## config.mk

```make
export PLATFORM = sky130hd
export DESIGN_NAME = madg_ram
export DESIGN_NICKNAME = d
export VERILOG_FILES = /design/src/rtl/madg_ram.sv
export SDC_FILE = /design/constraint.sdc
export NUM_CORES = 1
export LEC_CHECK = 0
export ABC_AREA = 1
export BUFFER_PORTS_ARGS = -buffer_cell sky130_fd_sc_hd__buf_2
export CAP_MARGIN = 30
export CELL_PAD_IN_SITES_DETAIL_PLACEMENT = 0
export CELL_PAD_IN_SITES_GLOBAL_PLACEMENT = 1
export CORE_MARGIN = 3
export CORE_UTILIZATION = 54
export DETAILED_ROUTE_END_ITERATION = 10
export GPL_ROUTABILITY_DRIVEN = 0
export PLACE_DENSITY_LB_ADDON = 0.1
export REMOVE_ABC_BUFFERS = 1
export SYNTH_ARGS = -nofsm -noshare
export SYNTH_HDL_FRONTEND = slang
export SYNTH_SLANG_ARGS = --single-unit
export TNS_END_PERCENT = 30
```

## constraint.sdc

```tcl
create_clock -name clk -period 5.5 [get_ports clk]
set_clock_uncertainty 0.1 [all_clocks]
set_input_delay 0.825 -clock clk [delete_from_list [all_inputs] [get_ports clk]]
set_output_delay 0.825 -clock clk [all_outputs]
set_load 0.03 [all_outputs]
```

## src/rtl/madg_ram.sv

```systemverilog
// generic single-port-write, single-port-read ram with registered read
// no dependencies
`default_nettype none

module madg_ram #(
	parameter int WIDTH = 32,
	parameter int DEPTH = 16
) (
	input  wire logic                     clk,
	input  wire logic                     we,
	input  wire logic [$clog2(DEPTH)-1:0] waddr,
	input  wire logic [WIDTH-1:0]         wdata,
	input  wire logic                     re,
	input  wire logic [$clog2(DEPTH)-1:0] raddr,
	output logic      [WIDTH-1:0]         rdata
);

	logic [WIDTH-1:0] mem [DEPTH];

	// write port
	always_ff @(posedge clk) begin
		if (we) begin
			mem[waddr] <= wdata;
		end
	end

	// registered read port
	always_ff @(posedge clk) begin
		if (re) begin
			rdata <= mem[raddr];
		end
	end

endmodule

`default_nettype wire

```

==> metrics.txt <==
# TYPE chip_impl_metric gauge
chip_impl_info{name="outcome",value="completed"} 1
chip_impl_metric{name="post_cts_hold_buffer_count",unit=""} 0
chip_impl_metric{name="rows",unit=""} 75
chip_impl_metric{name="pin_count_of_the_biggest_net_entering_global_routing",unit=""} 188
chip_impl_info{name="root_buffer",value="sky130_fd_sc_hd__clkbuf_16"} 1
chip_impl_info{name="netlist_top_cells_area",value="sky130_fd_sc_hd__edfxtp_1 71%, sky130_fd_sc_hd__nand2_1 11%, sky130_fd_sc_hd__nand3_1 8.4%"} 1
chip_impl_info{name="crit_path_cell_trace",value="buf_4 > buf_4 > buf_4 > nand3_1 > nand3_1 > nand3_1 > nand2_1"} 1
chip_impl_metric{name="fp.coreArea",unit="sq um"} 42040
chip_impl_metric{name="n_fill_cell",unit=""} 3437
chip_impl_info{name="crit_family",value="buffers and inverters"} 1
chip_impl_metric{name="cpPeakStageDelay",unit="ns"} 0.68
chip_impl_metric{name="synth_sequential_area_ratio",unit="%"} 70.87
chip_impl_metric{name="yosysTopAreaCellShare",unit="%"} 70.87
chip_impl_metric{name="cts_buffers",unit=""} 55
chip_impl_metric{name="numClockSinks",unit=""} 544
chip_impl_info{name="setup.worst_path.start",value="raddr[1]"} 1
chip_impl_metric{name="routed-wl-met2",unit="um"} 25480
chip_impl_metric{name="syn_area_per_cell",unit="sq um"} 10.87
chip_impl_metric{name="grt_overflow",unit=""} 0
chip_impl_metric{name="worstSkewPairLatency",unit="ns"} 0.59
chip_impl_metric{name="ffs_w_async_s_r_synth",unit="%"} 0
chip_impl_metric{name="areaGrowthSynthToFinish",unit="%"} 11.13
chip_impl_metric{name="wl",unit="um"} 53130
chip_impl_metric{name="synth.ff_latch_count",unit=""} 544
chip_impl_metric{name="final_worst_path_period_need",unit="ns"} 2.581
chip_impl_metric{name="layout-drive-gt1-share",unit="%"} 8.800
chip_impl_metric{name="critPathRequiredTime",unit="ns"} 5.85
chip_impl_metric{name="timing.reg2reg.setup_slack",unit="ns"} 4.24
chip_impl_metric{name="drv_cap",unit=""} 0
chip_impl_metric{name="finish.net_count",unit=""} 2221
chip_impl_metric{name="layout_setup_ws",unit="ns"} 2.919
chip_impl_metric{name="antenna_violating_nets_post_route",unit=""} 0
chip_impl_info{name="timing.rr.end",value="rdata[14]$_DFFE_PP_"} 1
chip_impl_metric{name="grt_pass1_wl",unit="um"} 80920
chip_impl_metric{name="timing.critical_path.arrival",unit="ns"} 2.93
chip_impl_info{name="rsz0062_at_grt",value="false"} 1
chip_impl_info{name="commonest_cells_post_synth",value="677 x sky130_fd_sc_hd__nand2_1, 544 x sky130_fd_sc_hd__edfxtp_1, 388 x sky130_fd_sc_hd__inv_1, 385 x sky130_fd_sc_hd__nand3_1, 41 x sky130_fd_sc_hd__buf_2"} 1
chip_impl_metric{name="clk_transition_reported_paths",unit="ns"} 0.06
chip_impl_metric{name="hold_viol",unit=""} 0
chip_impl_metric{name="initial_antenna_violation_count",unit=""} 3
chip_impl_metric{name="io_pins",unit=""} 75
chip_impl_metric{name="synthesis.yosys.warnings",unit=""} 0
chip_impl_metric{name="synth_cell_types",unit=""} 14
chip_impl_metric{name="period_share",unit="%"} 46.92
chip_impl_metric{name="ff2ff_path_depth",unit=""} 6
chip_impl_metric{name="timing.max_slew.rel_slack",unit="%"} 33.78
chip_impl_metric{name="route.layer.met1.wl",unit="um"} 23340
chip_impl_info{name="route.top_layer_used",value="met5"} 1
chip_impl_info{name="timing.hold.worst_endpoint",value="mem[15][11]$_DFFE_PP_"} 1
chip_impl_metric{name="synth_edf_count",unit=""} 544
chip_impl_metric{name="syn_inst",unit=""} 2120
chip_impl_metric{name="dp_worst_setup_slack",unit="ns"} 2.335
chip_impl_info{name="rr_startpoint",value="mem[4][14]$_DFFE_PP_"} 1
chip_impl_metric{name="multiInputGateArea",unit="sq um"} 4667
chip_impl_info{name="start_kind",value="primary input"} 1
chip_impl_metric{name="die_width",unit="um"} 212.6
chip_impl_info{name="cp_slowest_cell",value="sky130_fd_sc_hd__buf_4"} 1
chip_impl_metric{name="worst_ir_drop_vdd",unit="mV"} 0.2835
chip_impl_metric{name="floorplan.initialDensity",unit="%"} 54.83
chip_impl_metric{name="timing_worst_slew_pin_value",unit="ns"} 0.9933
chip_impl_metric{name="post-cts-setup-buffers",unit=""} 0
chip_impl_metric{name="route.vias.total",unit=""} 14370
chip_impl_metric{name="ff_latch_area",unit="sq um"} 16340
chip_impl_info{name="worst_hold_path_type",value="in2reg"} 1
chip_impl_metric{name="drtPass1Iterations",unit=""} 7
chip_impl_metric{name="grt_pass1_vias",unit=""} 13630
chip_impl_metric{name="critPathMaxFanout",unit=""} 58
chip_impl_metric{name="clk_path_buf_depth",unit=""} 3
chip_impl_metric{name="die_height",unit="um"} 212.6
chip_impl_metric{name="wl_met3",unit="um"} 3347
chip_impl_metric{name="slew_viols_final",unit=""} 0
chip_impl_metric{name="hold_depth",unit=""} 1
chip_impl_info{name="synth_area_leader_cell",value="sky130_fd_sc_hd__edfxtp_1"} 1
chip_impl_metric{name="numPortBuffers",unit=""} 74
chip_impl_metric{name="power_leakage",unit="nW"} 10.84
chip_impl_info{name="hold_path_startpoint",value="wdata[11]"} 1
chip_impl_info{name="tritoncts",value="done"} 1
chip_impl_info{name="yosys.cell_count.top_type",value="sky130_fd_sc_hd__nand2_1"} 1
chip_impl_metric{name="timing.final.setup_violations",unit=""} 0
chip_impl_metric{name="avg_vias_per_cell",unit=""} 5.212
chip_impl_metric{name="post_cts.resized_instances",unit=""} 0
chip_impl_metric{name="power_per_cell_area",unit="nW/um^2"} 344.6
chip_impl_metric{name="fin_setup_tns",unit="ns"} 0
chip_impl_metric{name="syn-cell-area",unit="sq um"} 23050
chip_impl_metric{name="global_route.usage.total",unit="%"} 23.96
chip_impl_info{name="critPathCaptureType",value="flop"} 1
chip_impl_metric{name="critPathBufInv",unit=""} 3
chip_impl_metric{name="detailedPlacementHpwl",unit="um"} 26190
chip_impl_metric{name="detail_route.drc_violations",unit=""} 0
chip_impl_info{name="critical_path_class",value="in2reg"} 1
chip_impl_metric{name="floorplan.die_area",unit="sq um"} 45200
chip_impl_metric{name="detail_route.iter0.violations",unit=""} 1382
chip_impl_metric{name="power",unit="mW"} 8.828
chip_impl_metric{name="top_achievable_clock_speed",unit="MHz"} 387.5
chip_impl_metric{name="post_drt_wl_per_cell",unit="um"} 19.27
chip_impl_info{name="ys_dominant_reg_cell",value="sky130_fd_sc_hd__edfxtp_1"} 1
chip_impl_metric{name="cts-htree-levels",unit=""} 2
==> routing by layer <==
layer,vias up,global-route usage [%]
met2,393,39.19
met5,-,0
met1,6910,34.18
met3,74,3.527
met4,2,6.286
li1,6990,-
==> logic make-up after synthesis <==
| group | after synthesis | share of synthesized area [%] |
|---|---|---|
| AND/OR/NAND/NOR | 1081 | 19.73 |
| flip-flops | 544 | 70.87 |
| buffers and inverters | 495 | 9.407 |
==> cell type report <==
| class | instances | share of cell area [%] |
|---|---|---|
| antenna | 2 | 0.01954 |
| inverter | 390 | 5.754 |
| timing repair buffer | 106 | 2.926 |
| clock inverter | 23 | 0.8938 |
| clock buffer | 72 | 5.788 |
| multi-input combinational | 1081 | 18.22 |
| sequential | 544 | 63.77 |
| tap | 539 | 2.633 |
==> stage by stage <==
stage	util, %	area (sq um)	std cells	hold slack [ns]
2_1_floorplan	-	22350	2015	0.5822
3_3_place_gp	56.58	23790	2655	0.5994
3_5_place_dp	56.74	23850	2658	0.6135
4_1_cts	60.81	25560	2753	0.4855
5_1_grt	60.93	25610	2756	0.5011
6_report	60.93	25620	2757	0.5127
==> state kept, by name, indices dropped and copies added, names as in the netlist <==
| signal | flops |
|---|---|
| rdata | 32 |
| mem | 512 |
==> worst max path at each step <==
stage                                endpoint  slack (ns)  cells past startpoint
after global placement    rdata[17]$_DFFE_PP_        2.31                      8
after floorplan            rdata[0]$_DFFE_PP_        2.16                      5
after detailed placement   rdata[0]$_DFFE_PP_        2.33                      7
after global routing      rdata[29]$_DFFE_PP_        2.79                      7
after CTS                  rdata[0]$_DFFE_PP_        2.96                      7
final                     rdata[13]$_DFFE_PP_        2.92                      7
==> cells in the final DEF, fill, tap and decap left out <==
master,n
sky130_fd_sc_hd__clkbuf_1,15
sky130_fd_sc_hd__clkbuf_16,57
sky130_fd_sc_hd__diode_2,2
sky130_fd_sc_hd__nand3b_1,2
sky130_fd_sc_hd__nor2_1,1
sky130_fd_sc_hd__clkinv_2,6
sky130_fd_sc_hd__buf_4,24
sky130_fd_sc_hd__inv_1,386
sky130_fd_sc_hd__buf_12,7
sky130_fd_sc_hd__nand3_1,385
sky130_fd_sc_hd__nand2_1,677
sky130_fd_sc_hd__buf_16,2
sky130_fd_sc_hd__inv_2,2
sky130_fd_sc_hd__clkinv_1,11
sky130_fd_sc_hd__buf_2,72
sky130_fd_sc_hd__nor2_4,16
sky130_fd_sc_hd__clkinvlp_4,1
sky130_fd_sc_hd__edfxtp_1,544
sky130_fd_sc_hd__inv_4,1
sky130_fd_sc_hd__clkbuf_8,1
sky130_fd_sc_hd__inv_8,1
sky130_fd_sc_hd__bufinv_16,5
==> power breakdown <==
group / switching [mW] / internal (mW)
Clock: 1.47 / 2.11
Sequential: 0.0244 / 4.67
Combinational: 0.407 / 0.146
Total: 1.90 / 6.93
Note: power is estimated with default switching activity, not from simulation.
